### src/hw/rtl/prs80_pkg.sv
// shared types, constants and round functions for the present-80 cipher
package prs80_pkg;

   localparam int unsigned ROUNDS = 31;
   localparam int unsigned RC_WIDTH = 5;
   localparam int unsigned KEY_WIDTH = 80;
   localparam int unsigned BLOCK_WIDTH = 64;

   localparam logic OP_ENCRYPT = 1'b0;
   localparam logic OP_DECRYPT = 1'b1;

   localparam logic CSR_KEY_LOW = 1'b0;
   localparam logic CSR_KEY_HIGH = 1'b1;

   localparam logic [3:0] SBOX_FWD [16] = '{
      4'hC, 4'h5, 4'h6, 4'hB, 4'h9, 4'h0, 4'hA, 4'hD,
      4'h3, 4'hE, 4'hF, 4'h8, 4'h4, 4'h7, 4'h1, 4'h2
   };
   localparam logic [3:0] SBOX_INV [16] = '{
      4'h5, 4'hE, 4'hF, 4'h8, 4'hC, 4'h1, 4'h2, 4'hD,
      4'hB, 4'h4, 4'h6, 4'h3, 4'h0, 4'h7, 4'h9, 4'hA
   };

   typedef struct packed {
      logic [63:0] block_in;
      logic        opcode;
   } req_payload_type;

   typedef struct packed {
      logic [63:0] block_out;
      logic [63:0] final_key_low;
      logic [15:0] final_key_high;
   } rsp_payload_type;

   typedef struct packed {
      logic                   op;
      logic [BLOCK_WIDTH-1:0] block;
      logic [KEY_WIDTH-1:0]   key;
   } stage_type;

   function automatic logic [63:0] round_key(input logic [79:0] k);
      return k[79:16];
   endfunction

   function automatic logic [63:0] sbox_layer(input logic [63:0] x);
      logic [63:0] r;
      r = '0;
      for (int n = 0; n < 16; n++) begin
         r[4*n +: 4] = SBOX_FWD[x[4*n +: 4]];
      end
      return r;
   endfunction

   function automatic logic [63:0] inv_sbox_layer(input logic [63:0] x);
      logic [63:0] r;
      r = '0;
      for (int n = 0; n < 16; n++) begin
         r[4*n +: 4] = SBOX_INV[x[4*n +: 4]];
      end
      return r;
   endfunction

   // bit i moves to 16*i mod 63, bit 63 stays
   function automatic logic [63:0] perm_layer(input logic [63:0] x);
      logic [63:0] r;
      logic [5:0]  idx;
      r = '0;
      for (int i = 0; i < 64; i++) begin
         idx = 6'(i);
         r[{idx[1:0], idx[5:2]}] = x[i];
      end
      return r;
   endfunction

   function automatic logic [63:0] inv_perm_layer(input logic [63:0] x);
      logic [63:0] r;
      logic [5:0]  idx;
      r = '0;
      for (int i = 0; i < 64; i++) begin
         idx = 6'(i);
         r[i] = x[{idx[1:0], idx[5:2]}];
      end
      return r;
   endfunction

   function automatic logic [79:0] key_advance(input logic [79:0] k,
                                               input logic [RC_WIDTH-1:0] rc);
      logic [79:0] t;
      t = {k[18:0], k[79:19]};
      t[79:76] = SBOX_FWD[t[79:76]];
      t[19:15] = t[19:15] ^ rc;
      return t;
   endfunction

   function automatic logic [79:0] key_retreat(input logic [79:0] k,
                                               input logic [RC_WIDTH-1:0] rc);
      logic [79:0] t;
      t = k;
      t[19:15] = t[19:15] ^ rc;
      t[79:76] = SBOX_INV[t[79:76]];
      return {t[60:0], t[79:61]};
   endfunction

endpackage

### src/hw/rtl/prs80_dec_cell.sv
// inverse cell: one decryption round, pass-through for encryption
module prs80_dec_cell (
   input  logic                              clock,
   input  logic                              reset,
   input  logic                              advance,
   input  logic [prs80_pkg::RC_WIDTH-1:0]    round_count,
   input  logic                              up_valid,
   input  prs80_pkg::stage_type              up_stage,
   output logic                              cell_valid,
   output prs80_pkg::stage_type              cell_stage
);

   logic                 valid_ff;
   logic                 valid_in;
   prs80_pkg::stage_type stage_ff;
   prs80_pkg::stage_type stage_in;

   always_comb begin
      valid_in = up_valid;
      stage_in = up_stage;
      if (up_stage.op == prs80_pkg::OP_DECRYPT) begin
         stage_in.block = prs80_pkg::inv_sbox_layer(prs80_pkg::inv_perm_layer(
            up_stage.block ^ prs80_pkg::round_key(up_stage.key)));
         stage_in.key = prs80_pkg::key_retreat(up_stage.key, round_count);
      end
   end

   always_ff @(posedge clock) begin
      if (reset) begin
         valid_ff <= 1'b0;
      end else if (advance) begin
         valid_ff <= valid_in;
      end
   end

   always_ff @(posedge clock) begin
      if (advance) begin
         stage_ff <= stage_in;
      end
   end

   assign cell_valid = valid_ff;
   assign cell_stage = stage_ff;

endmodule

### config.mk
export PLATFORM = sky130hd
export DESIGN_NAME = prs80_dec_cell
export DESIGN_NICKNAME = d
export VERILOG_FILES = /design/src/hw/rtl/prs80_pkg.sv /design/src/hw/rtl/prs80_dec_cell.sv
export SDC_FILE = /design/constraint.sdc
export NUM_CORES = 1
export LEC_CHECK = 0
export BUFFER_PORTS_ARGS = -buffer_cell sky130_fd_sc_hd__buf_2
export CAP_MARGIN = 20
export CORE_MARGIN = 4
export CORE_UTILIZATION = 49
export CTS_BUF_LIST = sky130_fd_sc_hd__clkbuf_8
export DETAILED_ROUTE_END_ITERATION = 10
export PLACE_DENSITY = 0.8
export SLEW_MARGIN = 20
export SYNTH_ARGS = -nofsm -noshare
export SYNTH_HDL_FRONTEND = slang
export SYNTH_SLANG_ARGS = --single-unit
### constraint.sdc
create_clock -name clock -period 2 [get_ports clock]
set_input_delay 0.4 -clock clock [delete_from_list [all_inputs] [get_ports clock]]
set_output_delay 0.4 -clock clock [all_outputs]
set_load 0.02 [all_outputs]
==> results.cfg <==
[outcome]
status = complete, no violations

[setup_path]
critPathArrivalTime_ns = 2.04
worst-endpoint-required_ns = 2.19
critical_path_class = primary input to flip-flop
start_kind = primary input
crit_fanout = 4
endpoint_kind = flip-flop

[cells_and_area]
diodes = 0
area_delta_synth_final_pct = 36.7
final_core_util_pct = 68.1
fillers = 1509
nets = 1433
fin_area_um2 = 13200
ff_latch_area_um2 = 4370
drive_gt1_share_pct = 52.4
multi_input_area_um2 = 5160

[clock_network]
cts_resized = 0
clock_latency_ns = 0.44
htree_levels = 4
cts_tree = done
cts_hold_buffers = 0
cts_root_buf = clkbuf_8
numCtsBuffers = 17
cts.path.max_buffers = 2
cts_setup_buffers = 0
clkTransAtPathRegs_ns = 0.08
cts.sinks = 146

[logic_synthesis]
yosys_warnings = 0
synth_top_area_share_pct = 45.1
syn_area_um2 = 9660
ys_top_cells_by_count = edfxtp_1, mux2_2, ha_1, inv_1, xnor2_1
synthArstFlopShare_pct = 0
ys_ff_latch = 146
ys_types = 47
yosys-top-cells-area = edfxtp_1, mux2_2, ha_1, xnor2_1, xor2_1
synth_edf_count = 145
yosysTopAreaCell = edfxtp_1
yosysMostFrequentCell = edfxtp_1
netlist_instances = 781
synthFlopType = edfxtp_1
synth_nets = 989
ys_seq_area_share_pct = 45.3
syn_avg_cell_area_um2 = 12.4

[sta]
min_period_over_period_pct = 92.5
hold_viol = 0
post-route-min-period_ns = 1.85
clock_skew_ns = 0
drv_slew = 0
setup_tns_ns = 0
tightest_slew_ns = 0.782
rsz0062_at_grt = false
finalSetupViolCount = 0
relSlewSlack_pct = 47.5
maxClockFrequency_ghz = 0.540

[power]
ir_drop_uv = 383
power_density_nw_per_um2 = 741
power.leakage_nw = 5.81

[global_route]
grt_pass1_wl_um = 45000
first_global_vias = 8130
gr-usage-met2_pct = 46.4
grt_max_degree = 39
antenna_found_initial = 3
busiest_layer = met2
grtUsageMet3_pct = 6.09
grt-ovfl-total = 0
grtUsageMet1_pct = 33.2
grt_usage_pct = 26.8

[floorplanning]
initial_core_util_pct = 49.8
core_area_um2 = 19400
die_width_um = 148
die_h_um = 148
row_count = 51
io_pins = 300
dieArea_um2 = 22000

[placement]
gp_congestion = 0.932
hpwl_um = 24400
post_dp_cell_area_um2 = 12800
port_buffers = 299

[flow_run]
maxCapViolations = 0

[route]
wire_per_inst_um = 20.0
drt-initial-drc-count = 391
drc = 0
via_count = 8068
ant_nets = 0
first_pass_iters = 4
vias_per_cell = 5.37
wl_um = 30000

[hold_path]
hp-class = primary input to flip-flop
[report_power, final]
part / switching, mW / total [mW] / leakage [nW] / internal (mW)
sequential: 0.0932 / 3.88 / 1.43 / 3.79
clock: 1.21 / 2.47 / 0.208 / 1.26
combinational: 1.86 / 3.43 / 4.18 / 1.56
[area by class of cell]
cell class                 instances  share of cell area [%]
tap                              265                    2.51
clock inverter                    14                    1.22
sequential                       146                    33.1
inverter                          51                    1.45
multi-input combinational        558                    39.1
timing repair buffer             451                    20.7
clock buffer                      18                    1.88
[routing by layer]
layer | wire, um | part of all wire (%)
met3 | 2540 | 8.5
met4 | 1000 | 3.3
met1 | 11600 | 39
met2 | 14800 | 49
met5 | 45 | 0.15
[cell usage in the layout, fill, tap and decap left out, drive strengths merged, types with 2 or more instances in the layout]
master      n
o21ai      18
mux4       13
buf       451
a211o      11
o2bb2ai    10
a221o       2
clkinvlp    3
a31o       11
o211ai      6
a21oi      16
or3         3
o221ai      3
o21a       10
nor2       36
nand2      31
xor2       47
ha         54
mux2      111
nand2b      2
clkinv      3
a21o        3
a211oi      7
inv        56
a21boi      2
nor3       24
edfxtp    145
o2111a      3
a2bb2oi     2
o31ai       3
nand3       7
xnor2      55
bufinv      3
a31oi       7
clkbuf     18
nor2b      11
o311ai      9
mux2i      34
[per-stage QoR]
stage / total power, mW / setup WS (ns) / hold slack (ns) / instances
after floorplan: 5.87 / 0.00529 / 0.472 / 781
after global placement: 7.27 / -0.243 / 0.468 / 1471
after detailed placement: 7.36 / -0.272 / 0.483 / 1471
after CTS: 9.84 / 0.203 / 0.0630 / 1503
after global routing: 10.2 / 0.0992 / 0.0857 / 1503
final: 9.78 / 0.149 / 0.0991 / 1503
[cell families after synthesis]
logic type / after synthesis / share of synthesized area, %
multiplexers: 158 / 19.5
flip-flops: 146 / 45.3
AO/OA/AOI/OAI: 126 / 9.66
AND/OR/NAND/NOR: 118 / 5.51
XOR/XNOR: 102 / 9.87
buffers and inverters: 77 / 3.14
adder cells (fa/ha/maj): 54 / 7.00
[worst max-delay path: stages]
cell and delay (ns):
buf_2 0.13, xor2_2 0.34, inv_1 0.12, ha_1 0.32, mux4_2 0.46, mux2_2 0.27
[sequential cells by signal, summed over array words and instances, names as in the netlist]
register,count
cell_valid,1
cell_stage,145
[path summary, 6_finish.rpt]
kind | start | endpoint | slack [ns] | cells after the start
max | up_stage[39] | cell_stage[110]$_DFFE_PP_ | 0.15 | 6
min | reset | cell_valid$_SDFFE_PP0P_ | 0.1 | 2
max reg2reg | cell_valid$_SDFFE_PP0P_ | cell_valid$_SDFFE_PP0P_ | 1.41 | 2
min reg2reg | cell_valid$_SDFFE_PP0P_ | cell_valid$_SDFFE_PP0P_ | 0.50 | 2
Note: power is estimated with default switching activity, not from simulation.
