==> config.mk <==
export PLATFORM = sky130hd
export DESIGN_NAME = prs80_enc_cell
export DESIGN_NICKNAME = d
export VERILOG_FILES = /design/src/hw/rtl/prs80_pkg.sv /design/src/hw/rtl/prs80_enc_cell.sv
export SDC_FILE = /design/constraint.sdc
export NUM_CORES = 1
export LEC_CHECK = 0
export BUFFER_PORTS_ARGS = -buffer_cell sky130_fd_sc_hd__buf_2
export CORE_ASPECT_RATIO = 1.5
export CORE_MARGIN = 10
export CORE_UTILIZATION = 25
export CTS_CLUSTER_DIAMETER = 40
export CTS_CLUSTER_SIZE = 8
export DETAILED_ROUTE_END_ITERATION = 8
export GPL_TIMING_DRIVEN = 0
export PLACE_DENSITY = 0.54
export SYNTH_ARGS = -nofsm -noshare
export SYNTH_HDL_FRONTEND = slang
export SYNTH_SLANG_ARGS = --single-unit
==> constraint.sdc <==
create_clock -name clock -period 4.7 [get_ports clock]
set_input_delay 0.94 -clock clock [delete_from_list [all_inputs] [get_ports clock]]
set_output_delay 0.94 -clock clock [all_outputs]
set_load 0.1 [all_outputs]
==> src/hw/rtl/prs80_pkg.sv <==
// shared types, constants and round functions for the present-80 cipher
package prs80_pkg;

   localparam int unsigned ROUNDS = 31;
   localparam int unsigned RC_WIDTH = 5;
   localparam int unsigned KEY_WIDTH = 80;
   localparam int unsigned BLOCK_WIDTH = 64;

   localparam logic OP_ENCRYPT = 1'b0;
   localparam logic OP_DECRYPT = 1'b1;

   localparam logic CSR_KEY_LOW = 1'b0;
   localparam logic CSR_KEY_HIGH = 1'b1;

   localparam logic [3:0] SBOX_FWD [16] = '{
      4'hC, 4'h5, 4'h6, 4'hB, 4'h9, 4'h0, 4'hA, 4'hD,
      4'h3, 4'hE, 4'hF, 4'h8, 4'h4, 4'h7, 4'h1, 4'h2
   };
   localparam logic [3:0] SBOX_INV [16] = '{
      4'h5, 4'hE, 4'hF, 4'h8, 4'hC, 4'h1, 4'h2, 4'hD,
      4'hB, 4'h4, 4'h6, 4'h3, 4'h0, 4'h7, 4'h9, 4'hA
   };

   typedef struct packed {
      logic [63:0] block_in;
      logic        opcode;
   } req_payload_type;

   typedef struct packed {
      logic [63:0] block_out;
      logic [63:0] final_key_low;
      logic [15:0] final_key_high;
   } rsp_payload_type;

   typedef struct packed {
      logic                   op;
      logic [BLOCK_WIDTH-1:0] block;
      logic [KEY_WIDTH-1:0]   key;
   } stage_type;

   function automatic logic [63:0] round_key(input logic [79:0] k);
      return k[79:16];
   endfunction

   function automatic logic [63:0] sbox_layer(input logic [63:0] x);
      logic [63:0] r;
      r = '0;
      for (int n = 0; n < 16; n++) begin
         r[4*n +: 4] = SBOX_FWD[x[4*n +: 4]];
      end
      return r;
   endfunction

   function automatic logic [63:0] inv_sbox_layer(input logic [63:0] x);
      logic [63:0] r;
      r = '0;
      for (int n = 0; n < 16; n++) begin
         r[4*n +: 4] = SBOX_INV[x[4*n +: 4]];
      end
      return r;
   endfunction

   // bit i moves to 16*i mod 63, bit 63 stays
   function automatic logic [63:0] perm_layer(input logic [63:0] x);
      logic [63:0] r;
      logic [5:0]  idx;
      r = '0;
      for (int i = 0; i < 64; i++) begin
         idx = 6'(i);
         r[{idx[1:0], idx[5:2]}] = x[i];
      end
      return r;
   endfunction

   function automatic logic [63:0] inv_perm_layer(input logic [63:0] x);
      logic [63:0] r;
      logic [5:0]  idx;
      r = '0;
      for (int i = 0; i < 64; i++) begin
         idx = 6'(i);
         r[i] = x[{idx[1:0], idx[5:2]}];
      end
      return r;
   endfunction

   function automatic logic [79:0] key_advance(input logic [79:0] k,
                                               input logic [RC_WIDTH-1:0] rc);
      logic [79:0] t;
      t = {k[18:0], k[79:19]};
      t[79:76] = SBOX_FWD[t[79:76]];
      t[19:15] = t[19:15] ^ rc;
      return t;
   endfunction

   function automatic logic [79:0] key_retreat(input logic [79:0] k,
                                               input logic [RC_WIDTH-1:0] rc);
      logic [79:0] t;
      t = k;
      t[19:15] = t[19:15] ^ rc;
      t[79:76] = SBOX_INV[t[79:76]];
      return {t[60:0], t[79:61]};
   endfunction

endpackage

==> src/hw/rtl/prs80_enc_cell.sv <==
// forward cell: one encryption round, or a key step only for decryption
module prs80_enc_cell (
   input  logic                              clock,
   input  logic                              reset,
   input  logic                              advance,
   input  logic [prs80_pkg::RC_WIDTH-1:0]    round_count,
   input  logic                              up_valid,
   input  prs80_pkg::stage_type              up_stage,
   output logic                              cell_valid,
   output prs80_pkg::stage_type              cell_stage
);

   logic                 valid_ff;
   logic                 valid_in;
   prs80_pkg::stage_type stage_ff;
   prs80_pkg::stage_type stage_in;

   always_comb begin
      valid_in = up_valid;
      stage_in = up_stage;
      stage_in.key = prs80_pkg::key_advance(up_stage.key, round_count);
      if (up_stage.op == prs80_pkg::OP_ENCRYPT) begin
         stage_in.block = prs80_pkg::perm_layer(prs80_pkg::sbox_layer(
            up_stage.block ^ prs80_pkg::round_key(up_stage.key)));
      end
   end

   always_ff @(posedge clock) begin
      if (reset) begin
         valid_ff <= 1'b0;
      end else if (advance) begin
         valid_ff <= valid_in;
      end
   end

   always_ff @(posedge clock) begin
      if (advance) begin
         stage_ff <= stage_in;
      end
   end

   assign cell_valid = valid_ff;
   assign cell_stage = stage_ff;

endmodule

==> impl.org, run 1 <==
** Status
- Result of the run :: finished clean

** Hold path
- Number of instances on the worst hold path :: 2
- The worst hold path belongs to the class reg -> reg.

** Worst setup path
- At the worst endpoint, the required time is 4900 ps.
- STA classifies the critical path startpoint as an input port.
- In this run the worst path has a maximum fanout of 5.
- The largest single stage delay on the critical path is 450 ps.
- Library cell contributing the largest single delay on the critical path :: sky130_fd_sc_hd__mux4_2
- STA puts the critical path data arrival time at 2660 ps.
- By startpoint and endpoint, the worst setup path is classified as in -> reg.
- Together, buffers and inverters on the worst path number 2.
- Crit path max-delay family :: multiplexers
- Counting buffers and inverters, the worst setup path is 6 cells deep.
- Worst r2r path cells :: 2
- The signal on the critical path passes through buf_2 > xnor2_1 > inv_1 > ha_1 > mux4_2 > mux2_2.
- Reg2reg setup slack :: 4130 ps
- The worst setup path is captured at a flop.

** Placement
- GPL Wtd Cong :: 0.797
- Half-perimeter wire length after placement :: 24800 µm
- Port Buf Inserts :: 297
- At the placement stage, the worst setup path has a slack of 1750 ps.

** Clock network
- Post-CTS timing repair inserted 0 buffers for setup.
- Clock tree from TritonCTS :: yes
- The root buffer cell chosen for the clock tree is sky130_fd_sc_hd__clkbuf_16.
- After clock tree synthesis, the clock-pin slew on the worst setup and hold paths is 60 ps.
- CTS built an H-tree with a depth of 4.
- For the worst-skew pair, the clock arrives at the later sink with an insertion delay of 450 ps.
- Clock sink total :: 146
- After clock tree synthesis, the repair step resized 0 gates.
- CTS Buffer Depth :: 2
- Cts hold-fix bufs :: 0
- In this run, CTS created clock tree buffers numbering 17.

** Timing
- The clock period could shrink to 2460 ps.
- Clk_skew :: 0 ps
- Setup violations remaining at the end of the flow were counted as 0.
- The total count of hold-check failures in the final report was 0.
- Unrepaired setup endpoints after global routing :: false
- Max Fclk :: 407 MHz
- Fraction of the cycle the final worst path needs :: 0.523
- Hold timing on the final database bottoms out at a slack of 486 ps.
- The worst pin sits at a relative slew slack of 0.293.
- The number of max-slew violations in the final report came to 0.
- Transition time of the tightest slew-check pin :: 1060 ps
- Across all setup checks in the final design, the least slack found is 2240 ps.
- Aggregate negative setup slack :: 0 ps

** Detailed routing
- For this block, the initial DRC count from the detailed router was 296.
- The detailed router placed 6771 vias in this run.
- WL per Instance :: 20.9 µm
- Final antenna-violating net count :: 0
- Number of detailed-routing iterations run before antenna repair :: 4
- Vias per cell :: 4.56
- DRC errors left :: 0
- The routed design has 31100 µm of wire.

** Synthesis
- Netlist area before placement :: 8700 µm²
- Synthesis produced a netlist whose cell count is 725.
- Sorting the synthesized cells by area gives the leading types as sky130_fd_sc_hd__edfxtp_1, sky130_fd_sc_hd__ha_1, sky130_fd_sc_hd__xor2_1, sky130_fd_sc_hd__xnor2_1, sky130_fd_sc_hd__mux2i_1.
- Async set or reset register ratio after synthesis :: 0
- During synthesis, Yosys emitted a total of 0 warnings.
- Count of cell types in the netlist :: 43
- Number of enable flip-flop cells after synthesis :: 145
- The number of nets handed over by synthesis was 932.
- Dividing the synthesized area by the synthesized cell count gives 12.0 µm².
- The largest total area in the synthesized netlist belongs to sky130_fd_sc_hd__edfxtp_1.
- The most used flip-flop cell after synthesis is sky130_fd_sc_hd__edfxtp_1.
- Of the post-synthesis cell area, the dominant cell type holds 0.501.
- The share of the Yosys chip area taken by registers is 0.503.
- Number of synthesized register bits :: 146

** Power
- Power density over the cells :: 430 nW/µm²
- IR Drop Worst-Case VDD :: 0.226 mV
- In this run the static leakage power is 0.00487 µW.

** Cells and area
- Commonest cells after routing, fill and taps aside :: sky130_fd_sc_hd__buf_2, sky130_fd_sc_hd__edfxtp_1, sky130_fd_sc_hd__nand2_1, sky130_fd_sc_hd__inv_1, sky130_fd_sc_hd__xor2_1
- After filler insertion, the fill cell instance count of the layout stands at 3522.
- Leaving out fill and tap cells, the most frequent cell in the layout is sky130_fd_sc_hd__buf_2.
- Of the cells placed in the final design, the portion with a size suffix greater than 1 is 0.360.
- Syn-to-layout area delta :: 30.3%
- The net count of the finished layout is 1249.

** Global route
- Summed over all layers, the global routing overflow is 0.
- Overall Global Routing Usage :: 0.144
- Met3 track demand over resource in global routing :: 0.0398
- Maximum number of pins on one net before global-route repair :: 92
- Gr busiest metal :: met2
- The number of global-route vias before repair was 7112.
- In the global route stage, met2 resource usage came out at 0.267.
- The first global-routing pass estimated 44800 µm of wire.
- The number of antenna violations at the first check in global routing came to 7.
- Met1 usage in global routing :: 0.144

** Job
- Max-cap violations :: 0

** Floorplan
- The die is 248 µm tall.
- Effective utilization at floorplan :: 0.254
- Top-Level Pins :: 300
- The region available for standard cell placement spans 34300 µm².
- Die width :: 172 µm
- Row generation in the floorplan step produced 83 rows.
- The die covers 42800 µm².
[flip-flops by register name (all words and copies together) (netlist names)]
signal      cells
cell_stage    145
cell_valid      1
[cell usage after synthesis, types with 15 or more instances]
cell type                  count
sky130_fd_sc_hd__mux2_2       15
sky130_fd_sc_hd__mux2i_1      33
sky130_fd_sc_hd__nand2_1      56
sky130_fd_sc_hd__xor2_1       54
sky130_fd_sc_hd__o211ai_1     22
sky130_fd_sc_hd__nor2_1       47
sky130_fd_sc_hd__xnor2_1      43
sky130_fd_sc_hd__nand3_1      28
sky130_fd_sc_hd__ha_1         53
sky130_fd_sc_hd__inv_1        55
sky130_fd_sc_hd__edfxtp_1    145
sky130_fd_sc_hd__o21ai_0      42
[cell families after synthesis]
family,count (synthesis),share of synthesized area
buffers and inverters,84,0.0429
and+or+nand+nor,149,0.0738
AOI/OAI and AO/OA,125,0.100
muxes,57,0.0799
adders and majority gates,53,0.0763
xor gates and xnor gates,111,0.124
DFF,146,0.503
[metal layers]
layer,vias up,routed length (µm)
li1,3295,-
met1,3212,11200
met2,211,16800
met3,47,2090
met4,6,896
met5,-,41
[power breakdown]
group	switching, µW	total, µW	leakage, µW	internal, µW
registers	33.8	1630	0.00143	1600
clock network	559	1380	0.000283	823
logic	1460	1870	0.00317	400
total	2060	4880	0.00487	2820
[tightest hold or removal path, stage by stage, from the launching register on]
cell and delay (ps):
sky130_fd_sc_hd__dfxtp_1 320, sky130_fd_sc_hd__mux2i_1 60, sky130_fd_sc_hd__nor2_1 70
[worst paths after layout]
check                startpoint         endpoint
setup / recovery  up_stage[140]  cell_stage[127]
hold / removal       cell_valid       cell_valid
setup reg to reg     cell_valid       cell_valid
hold reg to reg      cell_valid       cell_valid
[through the flow]
stage,total power [µW],cell area (µm²),util,cells
6_report,4880,11300,0.331,1484
5_1_grt,5090,11300,0.331,1483
4_1_cts,4940,11300,0.330,1480
3_5_place_dp,3540,10700,0.314,1448
3_3_place_gp,3520,10700,0.313,1447
2_1_floorplan,3100,8700,-,725
[layout make-up]
type                            instances  area, µm²  area share
Antenna cell                            4       10.0    0.000883
Buffer                                 28        163      0.0144
Clock buffer                           19        433      0.0382
Clock inverter                         13        143      0.0126
Inverter                               56        210      0.0185
Multi-Input combinational cell        495       3950       0.348
Sequential cell                       146       4370       0.386
Tap cell                              425        532      0.0469
Timing Repair Buffer                  298       1520       0.134
Power figures use the tool's default switching activity.
==> inputs of run 2 (changes only) <==
--- a/config.mk
+++ b/config.mk
@@ -5,6 +5,7 @@
 export SDC_FILE = /design/constraint.sdc
 export NUM_CORES = 1
 export LEC_CHECK = 0
+export ABC_AREA = 1
 export BUFFER_PORTS_ARGS = -buffer_cell sky130_fd_sc_hd__buf_2
 export CORE_ASPECT_RATIO = 1.5
 export CORE_MARGIN = 10
@@ -13,7 +14,7 @@
 export CTS_CLUSTER_SIZE = 8
 export DETAILED_ROUTE_END_ITERATION = 8
 export GPL_TIMING_DRIVEN = 0
-export PLACE_DENSITY = 0.54
+export PLACE_DENSITY = 0.53
 export SYNTH_ARGS = -nofsm -noshare
 export SYNTH_HDL_FRONTEND = slang
 export SYNTH_SLANG_ARGS = --single-unit
==> constraint.sdc (replaced) <==
create_clock -name clock -period 2.52 [get_ports clock]
set_input_delay 0.504 -clock clock [delete_from_list [all_inputs] [get_ports clock]]
set_output_delay 0.504 -clock clock [all_outputs]
set_load 0.1 [all_outputs]
==> run 2 against run 1 <==
Synthesized cell count grew 67%; critical path type is now reg -> out; highest routed layer unchanged; die area grew 6.2%; critical path depth shrank 5; largest power group unchanged; wire length grew 6.4%; power grew 86%.
==> impl.org, run 2 <==
** Status
- Result of the run :: finished clean

** Cells and area
- Final core occ :: 0.329 (-0.00192)
- Cell area after layout :: 12100 µm² (+6.4%)
- The area growth from synthesis to layout is 29.9%.
- Commonest cells after routing, fill and taps aside :: sky130_fd_sc_hd__nand2_1, sky130_fd_sc_hd__buf_2, sky130_fd_sc_hd__inv_1, sky130_fd_sc_hd__nand3_1, sky130_fd_sc_hd__edfxtp_1
- The layout net count came to 1737 (+39%).
- The number of non-filler instances in the completed layout is 2033 (+37%).
- The share of post-route cells with drive strength above 1 is 0.224 (-0.136).
- Most common library cell in the layout ignoring fill and taps :: sky130_fd_sc_hd__nand2_1
- The flip-flop count of the largest register, all copies and words added is 145 (unchanged).

** Placement
- The post-detailed-placement cell area came to 11400 µm² (+6.3%).
- The HPWL after detailed placement was 26400 µm (+6.6%).
- The number of placed cells counting well taps is 1995 (+38%).
- The routability congestion estimate came to 0.806 (+1.1%).
- The count of buffers inserted at the top-level ports came to 299 (+0.67%).
- Worst setup slack after placement :: 380 ps (-1370 ps)

** Timing
- Fraction of the cycle the final worst path needs :: 0.715
- The routed design could run at a clock period as short as 1800 ps.
- Final setup slack of the worst path :: 718 ps (-1520 ps)
- The setup-violating endpoint count in the final report came to 0 (unchanged).
- Clk_skew :: 0 ps (unchanged)
- Based on the critical path, the design can be clocked at up to 555 MHz.
- The transition time at the pin with the least slew margin is 863 ps (-197 ps).
- Slew Viols, Final :: 0 (unchanged)
- Aggregate negative setup slack :: 0 ps (unchanged)
- Max-slew headroom :: 0.425 (+0.132)
- Setup repair after global routing left no endpoint under its margin.
- The total count of hold-check failures in the final report is 0 (unchanged).

** Synthesis
- Count of cell types in the netlist :: 25 (-42%)
- Netlist area before placement :: 9290 µm² (+6.8%)
- The synthesized instance count was 1211 (+67%).
- The yosys synthesis warning count is 0 (unchanged).
- Among all flip-flop cells after synthesis, the most frequent one is sky130_fd_sc_hd__edfxtp_1.
- Number of enable flip-flop cells after synthesis :: 145 (unchanged)
- Dominant cell by count in the synthesized netlist :: sky130_fd_sc_hd__nand2_1
- The commonest cells after synthesis are sky130_fd_sc_hd__nand2_1, sky130_fd_sc_hd__inv_1, sky130_fd_sc_hd__nand3_1.
- Synth top area cells :: sky130_fd_sc_hd__edfxtp_1, sky130_fd_sc_hd__nand2_1, sky130_fd_sc_hd__nand3_1, sky130_fd_sc_hd__ha_1, sky130_fd_sc_hd__inv_1
- The mean post-synth cell area came to 7.67 µm² (-36%).
- Fraction of post-synthesis cell area in the top cell type by area :: 0.469 (-0.0320)
- Synthesized netlist net count :: 1418 (+52%)
- Number of synthesized register bits :: 146 (unchanged)
- The share of flip-flops with an asynchronous set or reset after synthesis is 0 (unchanged).
- The post-synthesis sequential area ratio came to 0.471 (-0.0322).
- The biggest area contributor in the post-synthesis netlist is sky130_fd_sc_hd__edfxtp_1.

** Worst setup path
- Cells traversed along the worst timing path :: buf_2
- Reg2reg setup slack :: 1940 ps (-2190 ps)
- The worst setup path is captured at an output port.
- Library cell contributing the largest single delay on the critical path :: sky130_fd_sc_hd__buf_2
- Worst path bufs/invs :: 1 (-1)
- Kind of critical path :: reg -> out
- Critical path arrival :: 1300 ps (-1360 ps)
- Slowest Stage Delay on Critical Path :: 450 ps (about the same)
- The most critical setup path has its startpoint at cell_stage[108].
- Crit path max-delay family :: buffers and inverters
- The startpoint identified for the worst register-to-register timing path is cell_valid.
- The required time at the endpoint of the critical path was 2020 ps (-2880 ps).
- The worst setup path is launched from a flop.
- The critical-path maximum fanout is 1 (-4).

** Floorplan
- The height of the die is 256 µm (+3.1%).
- The total I/O pin count was 300 (unchanged).
- Die width :: 177 µm (+3.0%)
- Row count :: 86 (+3.6%)
- Effective utilization at floorplan :: 0.253 (-0.000554)
- The floorplan die area is 45400 µm² (+6.2%).
- The area of the core is 36700 µm² (+7.1%).

** Clock network
- The post-cts repair resize count came to 0 (unchanged).
- The number of clock sinks was 146 (unchanged).
- Clock tree from TritonCTS :: yes
- Number of setup buffers added after CTS :: 0 (unchanged)
- Clock Latency Late Sink :: 450 ps (about the same)
- The tree is rooted in a sky130_fd_sc_hd__clkbuf_16.
- Number of H-tree levels :: 4 (unchanged)
- Cts hold-fix bufs :: 0 (unchanged)
- Clock-pin slew reported for the worst setup and hold paths after clock tree synthesis :: 70 ps (about the same)
- The maximum clock insertion buffer count came to 2 (unchanged).
- Number of buffers added by the clock tree synthesis step :: 17 (unchanged)

** Global route
- The total grt overflow was 0 (unchanged).
- The total track usage came to 0.145 (+0.000721).
- Number of global-route vias before repair :: 8669 (+22%)
- The wire length of the first global-routing pass was 49500 µm (+10%).
- Maximum number of pins on one net before global-route repair :: 90 (-2.2%)
- Initial antenna violation count :: 7 (unchanged)

** Detailed routing
- The initial DRC count was 566 (+91%).
- DRC errors left :: 0 (unchanged)
- WL per Instance :: 16.3 µm (-22%)
- Number of detailed-routing iterations run before antenna repair :: 5 (+1)
- Total Routed Length :: 33100 µm (+6.4%)
- The remaining antenna violation count after routing came to 0 (unchanged).
- Vias per cell :: 4.26 (-6.5%)
- Total number of vias :: 8670 (+28%)

** Power
- IR Drop Worst-Case VDD :: 0.392 mV (+74%)
- The power density over the cells was 751 nW/µm² (+74%).
- Leakage dissipation :: 0.00639 µW (+31%)

** Hold path
- Worst Hold Class :: in -> reg
- Min-delay src :: reset

** Job
- Max-cap violations :: 0 (unchanged)
[run 2: cell count changes in the layout (fill, tap and decap cells not counted), moves of 32 or more]
cell / previous run / this run
sky130_fd_sc_hd__inv_1: 55 / 175
sky130_fd_sc_hd__nand2_1: 56 / 591
sky130_fd_sc_hd__nor2_1: 47 / 12
sky130_fd_sc_hd__xor2_1: 54 / 19
sky130_fd_sc_hd__mux2i_1: 33 / 1
sky130_fd_sc_hd__nand3_1: 28 / 151
[run 2: metal layers]
layer | vias to the layer above | global-route usage | wire length, µm
met5 | - | 0 | 18
met4 | 2 | 0.0706 | 1080
met3 | 41 | 0.0360 | 1900
met2 | 214 | 0.266 | 17600
met1 | 3933 | 0.148 | 12500
li1 | 4480 | - | -
[run 2: worst paths after layout]
| path | cells past startpoint | to |
|---|---|---|
| setup reg to reg | 2 | cell_valid |
| hold reg to reg | 2 | cell_valid |
| setup / recovery | 1 | cell_stage[108] |
| hold / removal | 2 | cell_valid |
[run 2: metrics by stage]
step                      power [µW]  hold WS, ps
after CTS                       9200          173
final                           9060          207
after global placement          6320          468
after global routing            9480          202
after detailed placement        6350          488
after floorplan                 5570          576
[run 2: kinds of logic (layout without fill, tap and decap cells)]
| group | after synthesis | after routing | synth area share |
|---|---|---|---|
| adder cells (fa/ha/maj) | 53 | 53 | 0.0714 |
| XOR/XNOR | 35 | 35 | 0.0330 |
| buffers and inverters | 193 | 525 | 0.0813 |
| flip-flops | 146 | 146 | 0.471 |
| multiplexers | 1 | 1 | 0.00108 |
| AND/OR/NAND/NOR | 760 | 760 | 0.329 |
| other | 0 | 6 | 0 |
| AO/OA/AOI/OAI | 23 | 23 | 0.0133 |
[run 2: layout make-up]
type / instances / area [µm²]
Fill cell: 3909 / 24600
Clock buffer: 22 / 464
Clock inverter: 10 / 159
Inverter: 178 / 668
Sequential cell: 146 / 4370
Buffer: 15 / 87.6
Timing Repair Buffer: 300 / 1530
Multi-Input combinational cell: 872 / 4160
Tap cell: 484 / 606
Antenna cell: 6 / 15.0
[run 2: where the power goes]
group	switching (µW)	total [µW]	leakage (µW)	internal [µW]
Combinational	2650	3260	0.00466	604
Sequential	56.8	3010	0.00142	2950
Clock	1090	2790	0.000300	1710
